==> src/rtl/core/slmb_pkg.sv <==
// ----------------------------------------------------------------------------
// slmb_pkg
// Shared types and constants of the stereo level meter bar block.
// ----------------------------------------------------------------------------
package slmb_pkg;

    localparam int DIGIT_COUNT = 16;
    localparam int CNT_W       = (DIGIT_COUNT > 1) ? $clog2(DIGIT_COUNT) : 1;

    localparam int LEVEL_W     = 24;
    localparam int BAR_SHIFT   = 17;
    localparam int PEAK_DISP   = 18;
    localparam int BAR_W       = LEVEL_W - BAR_SHIFT;
    localparam int PEAK_W      = LEVEL_W - PEAK_DISP;

    localparam int FQ_DEPTH    = 4;
    localparam int FQ_PTR_W    = $clog2(FQ_DEPTH);
    localparam int FQ_CNT_W    = $clog2(FQ_DEPTH + 1);

    localparam int SHIFT_W     = 4;
    localparam int CFG_INDEX_W = 1;

    localparam logic [CFG_INDEX_W-1:0] REG_AVG_SHIFT  = 1'b0;
    localparam logic [CFG_INDEX_W-1:0] REG_PEAK_SHIFT = 1'b1;

    localparam logic [SHIFT_W-1:0] AVG_SHIFT_RESET  = 4'd9;
    localparam logic [SHIFT_W-1:0] PEAK_SHIFT_RESET = 4'd6;

    localparam logic OP_SAMPLE = 1'b0;
    localparam logic OP_FRAME  = 1'b1;

    localparam logic [7:0] SEG_L_HALF  = 8'b0010_0000;
    localparam logic [7:0] SEG_L_FULL  = 8'b0010_0010;
    localparam logic [7:0] SEG_R_HALF  = 8'b0001_0000;
    localparam logic [7:0] SEG_R_FULL  = 8'b0001_0100;
    localparam logic [7:0] SEG_PL_ODD  = 8'b0000_0010;
    localparam logic [7:0] SEG_PL_EVEN = 8'b0010_0000;
    localparam logic [7:0] SEG_PR_ODD  = 8'b0001_0000;
    localparam logic [7:0] SEG_PR_EVEN = 8'b0000_0100;

    typedef struct packed {
        logic        operation;
        logic [31:0] raw_word;
        logic        channel;
    } slmb_item_t;

    typedef struct packed {
        logic [3:0] digit_index;
        logic [7:0] segment_bits;
        logic       last_digit;
    } slmb_result_t;

    // snapshot of both channels taken when a frame tick is applied
    typedef struct packed {
        logic [BAR_W-1:0]  bar_l;
        logic [BAR_W-1:0]  bar_r;
        logic [PEAK_W-1:0] peak_l;
        logic [PEAK_W-1:0] peak_r;
    } frame_desc_t;

    typedef struct packed {
        logic almost_full;
        logic nonempty;
    } fq_status_t;

endpackage

==> src/rtl/core/slmb_front.sv <==
// ----------------------------------------------------------------------------
// slmb_front
// Takes items, keeps per-channel average and peak, and snapshots frame ticks.
// ----------------------------------------------------------------------------
module slmb_front
    import slmb_pkg::*;
(
    input  logic                   clk,
    input  logic                   rst_n,
    input  logic                   accept,
    input  slmb_item_t             item,
    input  logic                   cfg_we,
    input  logic [CFG_INDEX_W-1:0] cfg_index,
    input  logic [SHIFT_W-1:0]     cfg_data,
    output logic                   q_push,
    output frame_desc_t            q_desc
);

    logic [SHIFT_W-1:0] avg_shift_reg;
    logic [SHIFT_W-1:0] peak_shift_reg;

    logic               s1_valid_reg;
    logic               s1_frame_reg;
    logic               s1_channel_reg;
    logic [LEVEL_W-1:0] s1_mag_reg;

    logic [LEVEL_W-1:0] avg_reg  [2];
    logic [LEVEL_W-1:0] peak_reg [2];

    logic [LEVEL_W-1:0] sample;
    logic [LEVEL_W-1:0] mag_next;
    logic [LEVEL_W-1:0] avg_next;
    logic [LEVEL_W-1:0] peak_l_next;
    logic [LEVEL_W-1:0] peak_r_next;

    // (old*(2^k-1)+in)>>k, done as (old<<k)-old+in
    function automatic logic [LEVEL_W-1:0] leak(input logic [LEVEL_W-1:0] old,
                                                input logic [LEVEL_W-1:0] in,
                                                input logic [SHIFT_W-1:0] k);
        logic [39:0] acc;
        acc = (40'(old) << k) - 40'(old) + 40'(in);
        acc = acc >> k;
        return acc[LEVEL_W-1:0];
    endfunction

    assign sample   = item.raw_word[27:4];
    assign mag_next = sample[LEVEL_W-1] ? (~sample + 1'b1) : sample;

    assign avg_next    = leak(avg_reg[s1_channel_reg], s1_mag_reg, avg_shift_reg);
    assign peak_l_next = leak(peak_reg[0], avg_reg[0], peak_shift_reg);
    assign peak_r_next = leak(peak_reg[1], avg_reg[1], peak_shift_reg);

    assign q_push        = s1_valid_reg && s1_frame_reg;
    assign q_desc.bar_l  = avg_reg[0][LEVEL_W-1:BAR_SHIFT];
    assign q_desc.bar_r  = avg_reg[1][LEVEL_W-1:BAR_SHIFT];
    assign q_desc.peak_l = peak_reg[0][LEVEL_W-1:PEAK_DISP];
    assign q_desc.peak_r = peak_reg[1][LEVEL_W-1:PEAK_DISP];

    always_ff @(posedge clk or negedge rst_n)
    begin
        if (!rst_n)
        begin
            avg_shift_reg  <= AVG_SHIFT_RESET;
            peak_shift_reg <= PEAK_SHIFT_RESET;
        end
        else if (cfg_we)
        begin
            unique case (cfg_index)
                REG_AVG_SHIFT:  avg_shift_reg  <= cfg_data;
                REG_PEAK_SHIFT: peak_shift_reg <= cfg_data;
            endcase
        end
    end

    // decode stage: classify and take the magnitude
    always_ff @(posedge clk or negedge rst_n)
    begin
        if (!rst_n)
            s1_valid_reg <= 1'b0;
        else
            s1_valid_reg <= accept;
    end

    always_ff @(posedge clk)
    begin
        if (accept)
        begin
            s1_frame_reg   <= (item.operation == OP_FRAME);
            s1_channel_reg <= item.channel;
            s1_mag_reg     <= mag_next;
        end
    end

    // apply stage: update levels, decay peaks after a frame snapshot
    always_ff @(posedge clk or negedge rst_n)
    begin
        if (!rst_n)
        begin
            avg_reg[0]  <= '0;
            avg_reg[1]  <= '0;
            peak_reg[0] <= '0;
            peak_reg[1] <= '0;
        end
        else if (s1_valid_reg)
        begin
            if (s1_frame_reg)
            begin
                peak_reg[0] <= peak_l_next;
                peak_reg[1] <= peak_r_next;
            end
            else
            begin
                avg_reg[s1_channel_reg] <= avg_next;
                if (s1_mag_reg > peak_reg[s1_channel_reg])
                    peak_reg[s1_channel_reg] <= s1_mag_reg;
            end
        end
    end

endmodule

==> src/rtl/core/slmb_frame_queue.sv <==
// ----------------------------------------------------------------------------
// slmb_frame_queue
// Short queue of frame snapshots between the level tracker and the sequencer.
// ----------------------------------------------------------------------------
module slmb_frame_queue
    import slmb_pkg::*;
(
    input  logic        clk,
    input  logic        rst_n,
    input  logic        push,
    input  frame_desc_t push_desc,
    input  logic        pop,
    output frame_desc_t head_desc,
    output fq_status_t  status
);

    frame_desc_t         mem_reg [FQ_DEPTH];
    logic [FQ_PTR_W-1:0] wr_ptr_reg;
    logic [FQ_PTR_W-1:0] rd_ptr_reg;
    logic [FQ_CNT_W-1:0] count_reg;

    assign head_desc          = mem_reg[rd_ptr_reg];
    // leave one slot for a frame still in the decode stage
    assign status.almost_full = (count_reg >= FQ_CNT_W'(FQ_DEPTH - 1));
    assign status.nonempty    = (count_reg != '0);

    always_ff @(posedge clk)
    begin
        if (push)
            mem_reg[wr_ptr_reg] <= push_desc;
    end

    always_ff @(posedge clk or negedge rst_n)
    begin
        if (!rst_n)
        begin
            wr_ptr_reg <= '0;
            rd_ptr_reg <= '0;
            count_reg  <= '0;
        end
        else
        begin
            if (push)
                wr_ptr_reg <= wr_ptr_reg + 1'b1;
            if (pop)
                rd_ptr_reg <= rd_ptr_reg + 1'b1;
            if (push && !pop)
                count_reg <= count_reg + 1'b1;
            else if (pop && !push)
                count_reg <= count_reg - 1'b1;
        end
    end

    a_no_overflow: assert property (@(posedge clk) disable iff (!rst_n)
        push && !pop |-> count_reg != FQ_CNT_W'(FQ_DEPTH))
        else $error("frame queue overflow");

    a_no_underflow: assert property (@(posedge clk) disable iff (!rst_n)
        pop |-> status.nonempty)
        else $error("frame queue underflow");

    a_count_step: assert property (@(posedge clk) disable iff (!rst_n)
        push && pop |=> $stable(count_reg))
        else $error("frame queue count moved on simultaneous push and pop");

endmodule

==> src/rtl/core/slmb_back.sv <==
// ----------------------------------------------------------------------------
// slmb_back
// Digit sequencer: expands one frame snapshot into segment bytes.
// ----------------------------------------------------------------------------
module slmb_back
    import slmb_pkg::*;
(
    input  logic         clk,
    input  logic         rst_n,
    input  logic         desc_valid,
    input  frame_desc_t  desc,
    output logic         desc_pop,
    input  logic         pop,
    output logic         out_valid,
    output slmb_result_t result
);

    localparam logic [CNT_W-1:0] LAST_DIGIT = CNT_W'(DIGIT_COUNT - 1);

    logic [CNT_W-1:0] cnt_reg;
    logic             out_valid_reg;
    slmb_result_t     result_reg;

    logic             load;
    logic             last;
    logic [7:0]       two_i;
    logic [7:0]       seg_next;

    assign load  = desc_valid && (!out_valid_reg || pop);
    assign last  = (cnt_reg == LAST_DIGIT);
    assign two_i = 8'(cnt_reg) << 1;

    always_comb
    begin
        seg_next = '0;
        if (8'(desc.bar_l) == two_i + 8'd1)
            seg_next = seg_next | SEG_L_HALF;
        else if (8'(desc.bar_l) >= two_i + 8'd2)
            seg_next = seg_next | SEG_L_FULL;
        if (8'(desc.bar_r) == two_i + 8'd1)
            seg_next = seg_next | SEG_R_HALF;
        else if (8'(desc.bar_r) >= two_i + 8'd2)
            seg_next = seg_next | SEG_R_FULL;
        // markers past the last digit never match the counter, so they drop
        if (8'(desc.peak_l[PEAK_W-1:1]) == 8'(cnt_reg))
            seg_next = seg_next | (desc.peak_l[0] ? SEG_PL_ODD : SEG_PL_EVEN);
        if (8'(desc.peak_r[PEAK_W-1:1]) == 8'(cnt_reg))
            seg_next = seg_next | (desc.peak_r[0] ? SEG_PR_ODD : SEG_PR_EVEN);
    end

    assign desc_pop  = load && last;
    assign out_valid = out_valid_reg;
    assign result    = result_reg;

    always_ff @(posedge clk or negedge rst_n)
    begin
        if (!rst_n)
        begin
            cnt_reg       <= '0;
            out_valid_reg <= 1'b0;
        end
        else if (load)
        begin
            out_valid_reg <= 1'b1;
            cnt_reg       <= last ? '0 : cnt_reg + 1'b1;
        end
        else if (pop)
        begin
            out_valid_reg <= 1'b0;
        end
    end

    always_ff @(posedge clk)
    begin
        if (load)
        begin
            result_reg.digit_index  <= 4'(cnt_reg);
            result_reg.segment_bits <= seg_next;
            result_reg.last_digit   <= last;
        end
    end

    a_last_ends_frame: assert property (@(posedge clk) disable iff (!rst_n)
        desc_pop |=> out_valid_reg && result_reg.last_digit && cnt_reg == '0)
        else $error("frame released without its last digit");

endmodule

==> src/rtl/core/stereo_level_meter_bar.sv <==
// ----------------------------------------------------------------------------
// stereo_level_meter_bar
// Stereo level meter with peak hold that renders a bar display frame.
// ----------------------------------------------------------------------------
// A sample word is accepted every cycle while full is low, decoded in one
// stage and applied to the channel's average and peak in the next. A frame
// tick is snapshotted into a four-entry frame queue and then yields
// DIGIT_COUNT (16) result words from the digit sequencer, one per cycle
// while results are popped; on its way to the result ports the tick passes
// the decode stage, the frame queue and the sequencer's result register.
// Full is high while three or more frames wait in the queue; samples keep
// flowing otherwise, even while results stall.
module stereo_level_meter_bar
    import slmb_pkg::*;
(
    input  logic                   clk,
    input  logic                   rst_n,
    input  logic                   push,
    output logic                   full,
    input  slmb_item_t             item,
    output logic                   empty,
    input  logic                   pop,
    output slmb_result_t           result,
    input  logic                   cfg_we,
    input  logic [CFG_INDEX_W-1:0] cfg_index,
    input  logic [SHIFT_W-1:0]     cfg_data
);

    logic        accept;
    logic        q_push;
    logic        q_pop;
    frame_desc_t q_desc;
    frame_desc_t head_desc;
    fq_status_t  q_status;
    logic        out_valid;

    assign full   = q_status.almost_full;
    assign accept = push && !full;
    assign empty  = !out_valid;

    slmb_front u_front (
        .clk       (clk),
        .rst_n     (rst_n),
        .accept    (accept),
        .item      (item),
        .cfg_we    (cfg_we),
        .cfg_index (cfg_index),
        .cfg_data  (cfg_data),
        .q_push    (q_push),
        .q_desc    (q_desc)
    );

    slmb_frame_queue u_queue (
        .clk       (clk),
        .rst_n     (rst_n),
        .push      (q_push),
        .push_desc (q_desc),
        .pop       (q_pop),
        .head_desc (head_desc),
        .status    (q_status)
    );

    slmb_back u_back (
        .clk        (clk),
        .rst_n      (rst_n),
        .desc_valid (q_status.nonempty),
        .desc       (head_desc),
        .desc_pop   (q_pop),
        .pop        (pop && !empty),
        .out_valid  (out_valid),
        .result     (result)
    );

endmodule

==> config.mk <==
export PLATFORM = sky130hd
export DESIGN_NAME = stereo_level_meter_bar
export DESIGN_NICKNAME = d
export VERILOG_FILES = /design/src/rtl/core/slmb_pkg.sv /design/src/rtl/core/slmb_front.sv /design/src/rtl/core/slmb_frame_queue.sv /design/src/rtl/core/slmb_back.sv /design/src/rtl/core/stereo_level_meter_bar.sv
export SDC_FILE = /design/constraint.sdc
export NUM_CORES = 1
export LEC_CHECK = 0
export ABC_AREA = 1
export BUFFER_PORTS_ARGS = -buffer_cell sky130_fd_sc_hd__buf_4
export CAP_MARGIN = 20
export CORE_MARGIN = 1.5
export CORE_UTILIZATION = 45
export DETAILED_ROUTE_END_ITERATION = 16
export GPL_TIMING_DRIVEN = 0
export PLACE_DENSITY_LB_ADDON = 0.12
export REMOVE_ABC_BUFFERS = 1
export SYNTH_ARGS = -nofsm -noshare
export SYNTH_HDL_FRONTEND = slang
export SYNTH_HIERARCHICAL = 1
export SYNTH_SLANG_ARGS = --single-unit
==> constraint.sdc <==
create_clock -name clk -period 8.7 [get_ports clk]
set_input_delay 1.305 -clock clk [delete_from_list [all_inputs] [get_ports clk]]
set_output_delay 1.305 -clock clk [all_outputs]
set_load 0.05 [all_outputs]
After elaboration in Yosys (flattened, before gate mapping)
Memory sizes are Yosys's and may differ from the RTL's.
Cells that the tools add are included.
{"block": "word_totals", "ff_bits": 156, "mem_bits_rw": 104, "in_bits": 44, "memories": 1, "elab_cells": 106, "out_inout_bits": 15}
{"block": "op_classes", "n_mux": 28, "n_lt_le_gt_ge": 6, "bitwise": 6, "shift": 6, "n_eq_ne": 5, "add_sub_neg": 14, "n_reduce_logical": 21}
{"memory": "u_queue.mem_reg", "words": 4, "width": 26, "rd": 1, "rd_ports_with_merged_regs": 0, "wr": 1, "line": "slmb_frame_queue.sv:17", "source": "frame_desc_t mem_reg [FQ_DEPTH];"}
{"operator": "two-way mux 24 bit", "n": 7}
{"operator": "adder 40 x 24 -> 40 bit", "n": 3}
{"operator": "left shift 24 x 4 -> 40 bit", "n": 3}
{"operator": "right shift 40 x 4 -> 24 bit", "n": 3}
{"operator": "subtractor 40 x 24 -> 40 bit", "n": 3}
{"operator": "bitwise mux 48 bit", "n": 2}
{"operator": "two-way mux 48 bit", "n": 2}
{"operator": "adder 24 x 1 -> 24 bit, second input constant", "n": 1}
{"operator": "demux 24 bit (select 1 bit)", "n": 1}
{"operator": "greater-than comparator 24 bit", "n": 1}
{"operator": "NOT 24 bit", "n": 1}
{"operator": "two-way mux 23 bit", "n": 1}
{"operator": "two-way mux 6 bit", "n": 3}
{"operator": "== test 7 x 8 -> 1 bit", "n": 2}
{"operator": "greater-or-equal comparator 7 x 8 -> 1 bit", "n": 2}
{"operator": "two-way mux 8 bit", "n": 2}
{"operator": "two-way mux 5 bit", "n": 3}
{"operator": "== test 5 x 4 -> 1 bit", "n": 2}
{"operator": "logical AND 1 bit", "n": 8}
{"operator": "OR 8 bit", "n": 1}
{"operator": "AND reduction 2 bit", "n": 4}
{"operator": "adder 5 x 1 -> 6 bit, second input constant", "n": 1}
{"operator": "adder 5 x 2 -> 6 bit, second input constant", "n": 1}
{"operator": "two-way mux 3 bit", "n": 2}
{"operator": "17 further kinds", "n": 27}

Depth between registers and ports, before layout
Gate-level depths: netlist of the first run.
{"block": "depth", "word_depth": 10, "ltp_mapped": 35}

Modules after synthesis
Netlist of the first run, hierarchy kept.
{"module": "slmb_front", "seq_area_each_um2": 3413.3, "instances": 1, "area_per_inst_um2": 25320.5, "cells_per_inst": 4447}
{"module": "slmb_frame_queue", "seq_area_each_um2": 3298.2, "instances": 1, "area_per_inst_um2": 4659.5, "cells_per_inst": 352}
{"module": "slmb_back", "seq_area_each_um2": 395.4, "instances": 1, "area_per_inst_um2": 1174.9, "cells_per_inst": 162}
{"module": "stereo_level_meter_bar", "seq_area_each_um2": 0.0, "instances": 1, "area_per_inst_um2": 21.3, "cells_per_inst": 5}

Least setup slack after synthesis of the first run
No wires, ideal clock.
{"block": "synth_path", "kind": "reg-to-reg", "startpoint": "register u_front.s1_channel_reg", "endpoint": "register u_front/avg_reg[11] in the netlist's numbering", "setup_time_ps": 126, "arrival_ps": 3916, "path_stages_with_launch": 28, "setup_slack_ps": 4658, "path_cell_list": "edfxtp_1 buf_2 buf_2 buf_2 o21ai_0 o21ai_0 o21ai_0 inv_1 nand2_1 o21ai_0 nand2_1 o21ai_0 fa_1 inv_1 ha_1 a21oi_1 o21ai_0 a21oi_1 nand3_1 or2_2 nand3_1 nand3_1 nand2_1 nand2_1 nand2_1 nand2_1 nand3_1 o21ai_1"}
{"block": "synth_via", "elab_chain_len": 9, "elab_cells_between_ends": 14, "classes_between": "add/sub: 2; order compare: 2; shift: 2; mux: 6; bitwise: 1; reduce/logical: 1"}
{"element": "from (decl)", "line": "slmb_front.sv:24", "source": "logic s1_channel_reg;"}
{"element": "from (signal assigned)", "line": "slmb_front.sv:89", "source": "s1_channel_reg <= item.channel;"}
{"element": "NOT 1 -> 2 bit (implied by the code) (*)", "line": "slmb_front.sv:49, slmb_front.sv:113"}
{"element": "two-way mux 24 bit (implied by the code) (3 in series)", "line": "slmb_front.sv:49", "source": "assign avg_next = leak(avg_reg[s1_channel_reg], s1_mag_reg, avg_shift_reg);"}
{"element": "left shift 24 x 4 -> 40 bit", "line": "slmb_front.sv:41", "source": "acc = (40'(old) << k) - 40'(old) + 40'(in);"}
{"element": "subtractor 40 x 24 -> 40 bit", "line": "slmb_front.sv:41"}
{"element": "adder 40 x 24 -> 40 bit", "line": "slmb_front.sv:41"}
{"element": "right shift 40 x 4 -> 24 bit", "line": "slmb_front.sv:42", "source": "acc = acc >> k;"}
{"element": "bitwise mux 48 bit (*)", "line": "slmb_front.sv:113", "source": "avg_reg[s1_channel_reg] <= avg_next;"}
{"element": "to (signal, indexed assignment)", "line": "slmb_front.sv:113"}
{"element": "to (decl)", "line": "slmb_front.sv:27", "source": "logic [LEVEL_W-1:0] avg_reg [2];"}
Mark *: on every way between the ends. The rest lies on a longest branch, timed or not. The select of a mux whose other input is x is not followed.
A chain may end at the register's enable or synchronous reset.

Final worst setup path of the first run
{"block": "layout_path", "startpoint": "register u_front.peak_shift_reg[2]", "endpoint": "register u_front/peak_reg[36] in the netlist's numbering"}
{"block": "layout_via", "elab_chain_len": 5}
{"element": "from (decl)", "line": "slmb_front.sv:20", "source": "logic [SHIFT_W-1:0] peak_shift_reg;"}
{"element": "from (signal assigned)", "line": "slmb_front.sv:70", "source": "REG_PEAK_SHIFT: peak_shift_reg <= cfg_data;"}
{"element": "left shift 24 x 4 -> 40 bit", "line": "slmb_front.sv:41"}
{"element": "subtractor 40 x 24 -> 40 bit", "line": "slmb_front.sv:41"}
{"element": "adder 40 x 24 -> 40 bit", "line": "slmb_front.sv:41"}
{"element": "right shift 40 x 4 -> 24 bit (*)", "line": "slmb_front.sv:42"}
{"element": "two-way mux 48 bit (*)", "line": "slmb_front.sv:106", "source": "if (s1_frame_reg)"}
{"element": "to (signal, indexed assignment)", "line": "slmb_front.sv:115", "source": "peak_reg[s1_channel_reg] <= s1_mag_reg;"}
{"element": "to (decl)", "line": "slmb_front.sv:28", "source": "logic [LEVEL_W-1:0] peak_reg [2];"}
Mark *: on every way between the ends. The rest lies on a longest branch, timed or not.

==> metrics.txt, run 1 <==
status completed; Die Span Y 266.2 um; Worst Skew 0.02661 ns; Filler Cell Count 7350; Hold Crit Class flip-flop to flip-flop; fin crit share 73.04%; Yosys warnings 6; Via density 5.513; Post-Syn Area 31180 um2; Post-CTS Hold Fix Bufs 0; asr flop ratio synth 45.70%; post-layout min period 6.355 ns; synth unique cells 61; Placeable Area 68590 um2; Req. time, crit path 9.17 ns; Avg WL per Cell 19.42 um; slowest stage cell, crit path dfstp_4; clock tree buffer depth 3; DRT iter0 DRCs 3025; largest net degree at the start of global routing 115; Post-Synthesis Cells 4966; fin nets 5103; Seq/Total Area, Yosys 22.80%; Placer Congestion 0.9719; Non-Filler Instances 5786; Top FF cell, synth edfxtp_1; setup ws final 2.345 ns; RSZ-0062 raised after global routing no; global-route wire length before repair 173700 um; M1 WL 48760 um; CTS resizes 0; slowest stage delay, CP 0.94 ns; Worst-Margin Slew 1.135 ns; final setup fails 0; Num CTS Buffers 29; vias in the first global route 30.12k; max-slew violations 0; placed cell count 5726; initial core utilization 45.46%; pre-CTS WS 2.517 ns; initial antenna violation count 4; overall die width 266.2 um; IO Count 59; DRT Wirelength 112400 um; cells along the critical path buf_16 > clkinv_4 > o21ai_0 > o21ai_0 > fa_1 > inv_1 > ha_1 > nand2_1 > inv_1 > nand2_1 > inv_1 > a21oi_1 > nand3_1 > nand2_1 > inv_1 > o21ai_0 > nand3_1 > nand3_1 > nand3_1 > nand3_1 > a21oi_1; CP dominant cell by count nand3_1; DRT antenna net count 0; endpoint class of the critical path flip-flop; router iterations before antenna repair 7; die area 70870 um2; CTS tree done; Crit Path Class flip-flop to flip-flop; Fmax 157.4 MHz; EDFF count, synth 139; startpoint types flip-flop; DRC 0; H-tree depth 1; crit-path max FO 114; top layer in use met4; CTS clock-pin slew for the worst setup and hold paths 0.06 ns; CTS Sinks 256; Synth Register Bits 256; max reg flops 104; Crit path arrival time 6.82 ns; GRT overflow 0; root buffer cell clkbuf_16; Slew HR 24.16%; met3 wire len 7864 um; # port buffers 46; Hold Violations, Final 0; layout cells sized above 1 4.679%; via count 31.90k; Max-Cap Viols 0; Area growth, synth to finish 6.710%; DPL Wire Length 89520 um; GRT Util Overall 31.63%; row count 96; Met2 Wirelength 50060 um; Post-CTS Setup Inserts 0; Avg Cell Area, Syn 6.278 um2; worst-skew pair later-pin latency 0.59 ns
==> final timing paths <==
| check | slack (ns) | endpoint | from | depth (start not counted) |
|---|---|---|---|---|
| max | 2.35 | u_front/peak_reg[36] | u_front/peak_shift_reg[2] | 21 |
| min | 0.48 | u_queue/count_reg[2] | u_queue/count_reg[2] | 2 |
| max reg2reg | 2.35 | u_front/peak_reg[36] | u_front/peak_shift_reg[2] | 21 |
| min reg2reg | 0.48 | u_queue/count_reg[2] | u_queue/count_reg[2] | 2 |
| max in group asynchronous | 7.26 | u_front/peak_shift_reg[0] | rst_n | 2 |
| min in group asynchronous | 0.61 | u_back/cnt_reg[2] | rst_n | 1 |
==> synthesized netlist by cell type, types with 13 or more instances <==
| library cell | instances | area share [%] |
|---|---|---|
| o21bai_1 | 13 | 0.31 |
| nor2_1 | 270 | 3.3 |
| nand2_1 | 1409 | 17 |
| buf_1 | 42 | 0.51 |
| o21ai_0 | 385 | 6.2 |
| clkbuf_1 | 82 | 0.99 |
| mux2i_1 | 63 | 2.0 |
| nand2_2 | 13 | 0.26 |
| o211ai_1 | 60 | 1.4 |
| dfrtp_1 | 113 | 9.1 |
| xnor2_1 | 29 | 0.81 |
| o211ai_2 | 19 | 0.76 |
| nand4_1 | 23 | 0.46 |
| a31oi_1 | 15 | 0.30 |
| xor2_1 | 51 | 1.4 |
| buf_4 | 36 | 0.87 |
| nand3b_1 | 16 | 0.39 |
| o21ai_1 | 18 | 0.29 |
| edfxtp_1 | 139 | 13 |
| a21oi_1 | 268 | 4.3 |
| fa_1 | 73 | 4.7 |
| ha_1 | 158 | 6.3 |
| inv_1 | 780 | 9.4 |
| buf_2 | 71 | 1.1 |
| nand3_1 | 665 | 11 |
| nor3_1 | 30 | 0.48 |
==> per-stage QoR <==
stage / hold WS [ns] / TNS [ns] / area, um2 / util, %
floorplan: 0.4417 / -2.849 / 29980 / -
global placement: 0.4566 / -158.63 / 31490 / 45.91
detailed placement: 0.4659 / 0 / 32150 / 46.88
CTS: 0.4861 / 0 / 33220 / 48.43
global route: 0.5216 / 0 / 33260 / 48.50
finish: 0.4814 / 0 / 33270 / 48.51
==> area by class of cell <==
type	instances	area, um2	share of cell area [%]
Antenna cell	4	10.01	0.03009
Clock buffer	33	760.7	2.287
Clock inverter	21	307.8	0.9252
Inverter	790	2982	8.962
Multi-Input combinational cell	3680	19930	59.91
Sequential cell	256	7128	21.43
Tap cell	931	1165	3.501
Timing Repair Buffer	71	984.7	2.960
==> logic make-up (layout without fill, tap and decap cells) <==
group	Yosys count	count (layout)	share of synthesized area [%]
and+or+nand+nor	2486	2486	33.90
DFF	256	256	22.80
other	1	8	0.01203
buffers and inverters	1033	915	13.40
AOI/OAI and AO/OA	816	816	14.59
adders and majority gates	231	231	11.03
xor gates and xnor gates	80	80	2.247
muxes	63	63	2.023
==> placed cells by master, fill, tap and decap left out, types with 18 or more instances in the layout <==
master	netlist	routed
fa_1	73	73
xnor2_1	29	29
nand3_1	665	665
nand2_1	1409	1409
clkbuf_16	0	29
mux2i_1	63	63
nand4_1	23	23
ha_1	158	158
o21ai_1	18	18
o211ai_2	19	19
o21ai_0	385	385
o211ai_1	60	60
edfxtp_1	139	139
dfrtp_1	113	108
inv_1	780	778
buf_16	0	18
buf_4	36	45
nor2_1	270	268
nor3_1	30	30
xor2_1	51	51
a21oi_1	268	268
==> worst max-delay path, delay by kind of cell, from the launching register on <==
kind                       cells  cell delay [ns]
and+or+nand+nor                8             1.42
adders and majority gates      2             0.86
AOI/OAI and AO/OA              5             1.55
buffers and inverters          6             1.24
DFF                            1             0.94
==> routing by layer <==
| layer | track usage, % | vias up |
|---|---|---|
| li1 | - | 15825 |
| met1 | 42.03 | 14678 |
| met2 | 50.35 | 1178 |
| met3 | 4.917 | 216 |
| met4 | 14.68 | 0 |
| met5 | 0 | - |
Power of run 1 is not shown: default switching activity piles up to over one toggle a cycle in this logic, so the estimate is an artifact.
==> run 2, diff against run 1 <==
==> constraint.sdc (replaced) <==
create_clock -name clk -period 5.8 [get_ports clk]
set_input_delay 0.87 -clock clk [delete_from_list [all_inputs] [get_ports clk]]
set_output_delay 0.87 -clock clk [all_outputs]
set_load 0.05 [all_outputs]
==> run 2 against run 1 <==
Cell area grew 0.35%. Largest cell class unchanged. Fmax grew 15%. First-iteration DRC count grew 5.5%. Setup slack lost 2.1 ns. Sequential share of layout area shrank 0.064 points. Global-route usage is essentially flat.
==> metrics.txt, run 2 (synthesized netlist as in run 1, its figures left out) <==
status completed; Crit path arrival time 5.97 ns (-0.85 ns); DRT antenna net count 0 (unchanged); Register Area 7132 um2 (about the same); Die Span Y 266.2 um (unchanged); placed cell area 32150 um2 (unchanged); # port buffers 46 (unchanged); Worst Skew 0.02821 ns (+0.001602 ns); CP top delay family simple AND/OR/NAND/NOR gates; commonest cells after routing, fill and taps aside nand2_1 (1409), inv_1 (778), nand3_1 (663); WP buf/inv 5 (-1); cells along the critical path buf_16 > inv_12 > o21ai_0 > o21ai_0 > fa_1 > inv_1 > ha_1 > nand2_1 > nand2_1 > a21oi_1 > nand2_1 > inv_1 > nand3_1 > nand2_1 > inv_1 > o21ai_0 > nand3_1 > nand3_1 > nand2_1 > nand2_1 > nand2_1 > nand2_1 > a21oi_1; Fin Hold WS 0.1732 ns (-0.3082 ns); router iterations before antenna repair 7 (unchanged); Worst-Margin Slew 1.152 ns (+0.01664 ns); initial antenna violation count 4 (unchanged); CP dominant cell by count nand2_1; area used by multi-input combinational logic 19950 um2 (+0.11%); RSZ-0062 raised after global routing no; Filler Cell Count 7349 (-0.014%); Max-Cap Viols 0 (unchanged); final setup fails 0 (unchanged); Avg WL per Cell 19.57 um (+0.73%); Hold Crit Class input pin to async pin; DPL Wire Length 89520 um (unchanged); fin crit share 95.05% (+22 points); crit-path max FO 114 (unchanged); max-slew violations 0 (unchanged); max reg flops 104 (unchanged); post-layout min period 5.513 ns (-0.8418 ns); Fmax 181.4 MHz (+15%); clock tree buffer depth 3 (unchanged); H-tree depth 1 (unchanged); startpoint types flip-flop; slowest stage delay, CP 0.95 ns (about the same); DRT iter0 DRCs 3192 (+5.5%); vias in the first global route 30.13k (+0.043%); largest net degree at the start of global routing 115 (unchanged); Placeable Area 68590 um2 (unchanged); Area growth, synth to finish 7.088%; overall die width 266.2 um (unchanged); most common cell after layout, fill and taps aside nand2_1; GRT Util Overall 31.62% (about the same); Num CTS Buffers 29 (unchanged); Slew HR 23.05% (-1.1 points); slowest stage cell, crit path dfstp_4; via count 32.10k (+0.64%); CTS clock-pin slew for the worst setup and hold paths 0.06 ns (about the same); CTS Sinks 256 (unchanged); row count 96 (unchanged); worst-skew pair later-pin latency 0.59 ns (about the same); endpoint class of the critical path flip-flop; CTS tree done; fin area 33390 um2 (+0.35%); DRT Wirelength 113300 um (+0.83%); GRT overflow 0 (unchanged); Hold Violations, Final 0 (unchanged); die area 70870 um2 (unchanged); fin nets 5108 (+0.098%); root buffer cell clkbuf_16; layout cells sized above 1 4.860% (+0.18 points); IO Count 59 (unchanged); initial core utilization 45.46% (unchanged); global-route wire length before repair 173700 um (about the same); Req. time, crit path 6.25 ns (-2.92 ns); DRC 0 (unchanged); Placer Congestion 0.9719 (unchanged); Crit Path Class flip-flop to flip-flop; Via density 5.542 (+0.54%)
run 2: cell count changes in the layout (fill, tap and decap cells not counted), moves of 2 or more:
cell | previous run | this run
o21ai_0 | 385 | 367
clkinv_2 | 8 | 5
nand3_1 | 665 | 663
nor2_1 | 268 | 266
inv_8 | 0 | 2
o21ai_1 | 18 | 36
nor2_2 | 9 | 11
buf_4 | 45 | 48
run 2: timing repair:
item	CTS	global route
gates cloned	0	1
buffers inserted	0	5
setup endpoints to repair	89	96
pin swaps	0	1
hold buffers	0	0
resized for setup	10	24
run 2: path summary, 6_finish.rpt:
path	start	end	slack, ns	cells after the start
min reg2reg	u_queue/count_reg[2]	u_queue/count_reg[2]	0.48	2
max reg2reg	u_front/peak_shift_reg[2]	u_front/q_desc[1]	0.29	23
max	u_front/peak_shift_reg[2]	u_front/q_desc[1]	0.29	23
min	rst_n	u_back/cnt_reg[2]	0.17	1
min in group clk	item[33]	u_front/s1_frame_reg	0.45	1
max in group asynchronous	rst_n	u_front/peak_shift_reg[0]	4.79	2
run 2: layer usage:
layer | vias up | global-route usage, % | part of all wire [%]
met4 | 0 | 14.68 | 4.9
met5 | - | 0 | 0
met2 | 1158 | 50.37 | 45
met3 | 211 | 4.926 | 6.9
met1 | 14895 | 41.99 | 44
li1 | 15837 | - | -
run 2: final cells by class:
class | instances | area share, %
well taps | 931 | 3.489
repair buffers | 76 | 3.137
diodes | 5 | 0.03748
multi-input cells | 3680 | 59.76
flip-flops and latches | 256 | 21.36
clock inverters | 21 | 0.9219
inverters | 790 | 9.009
clock buffers | 33 | 2.279
run 2: through the flow:
stage / util, % / std cells / TNS [ns] / setup WS [ns]
2_1_floorplan: - / 4726 / -99.08 / -3.118
3_3_place_gp: 45.91 / 5703 / -400.51 / -7.700
3_5_place_dp: 46.88 / 5726 / -21.76 / -0.3826
4_1_cts: 48.46 / 5780 / 0 / 0.03461
5_1_grt: 48.66 / 5788 / 0 / 0.007985
6_report: 48.68 / 5792 / 0 / 0.2870
Power of run 2 is left out for the same reason.
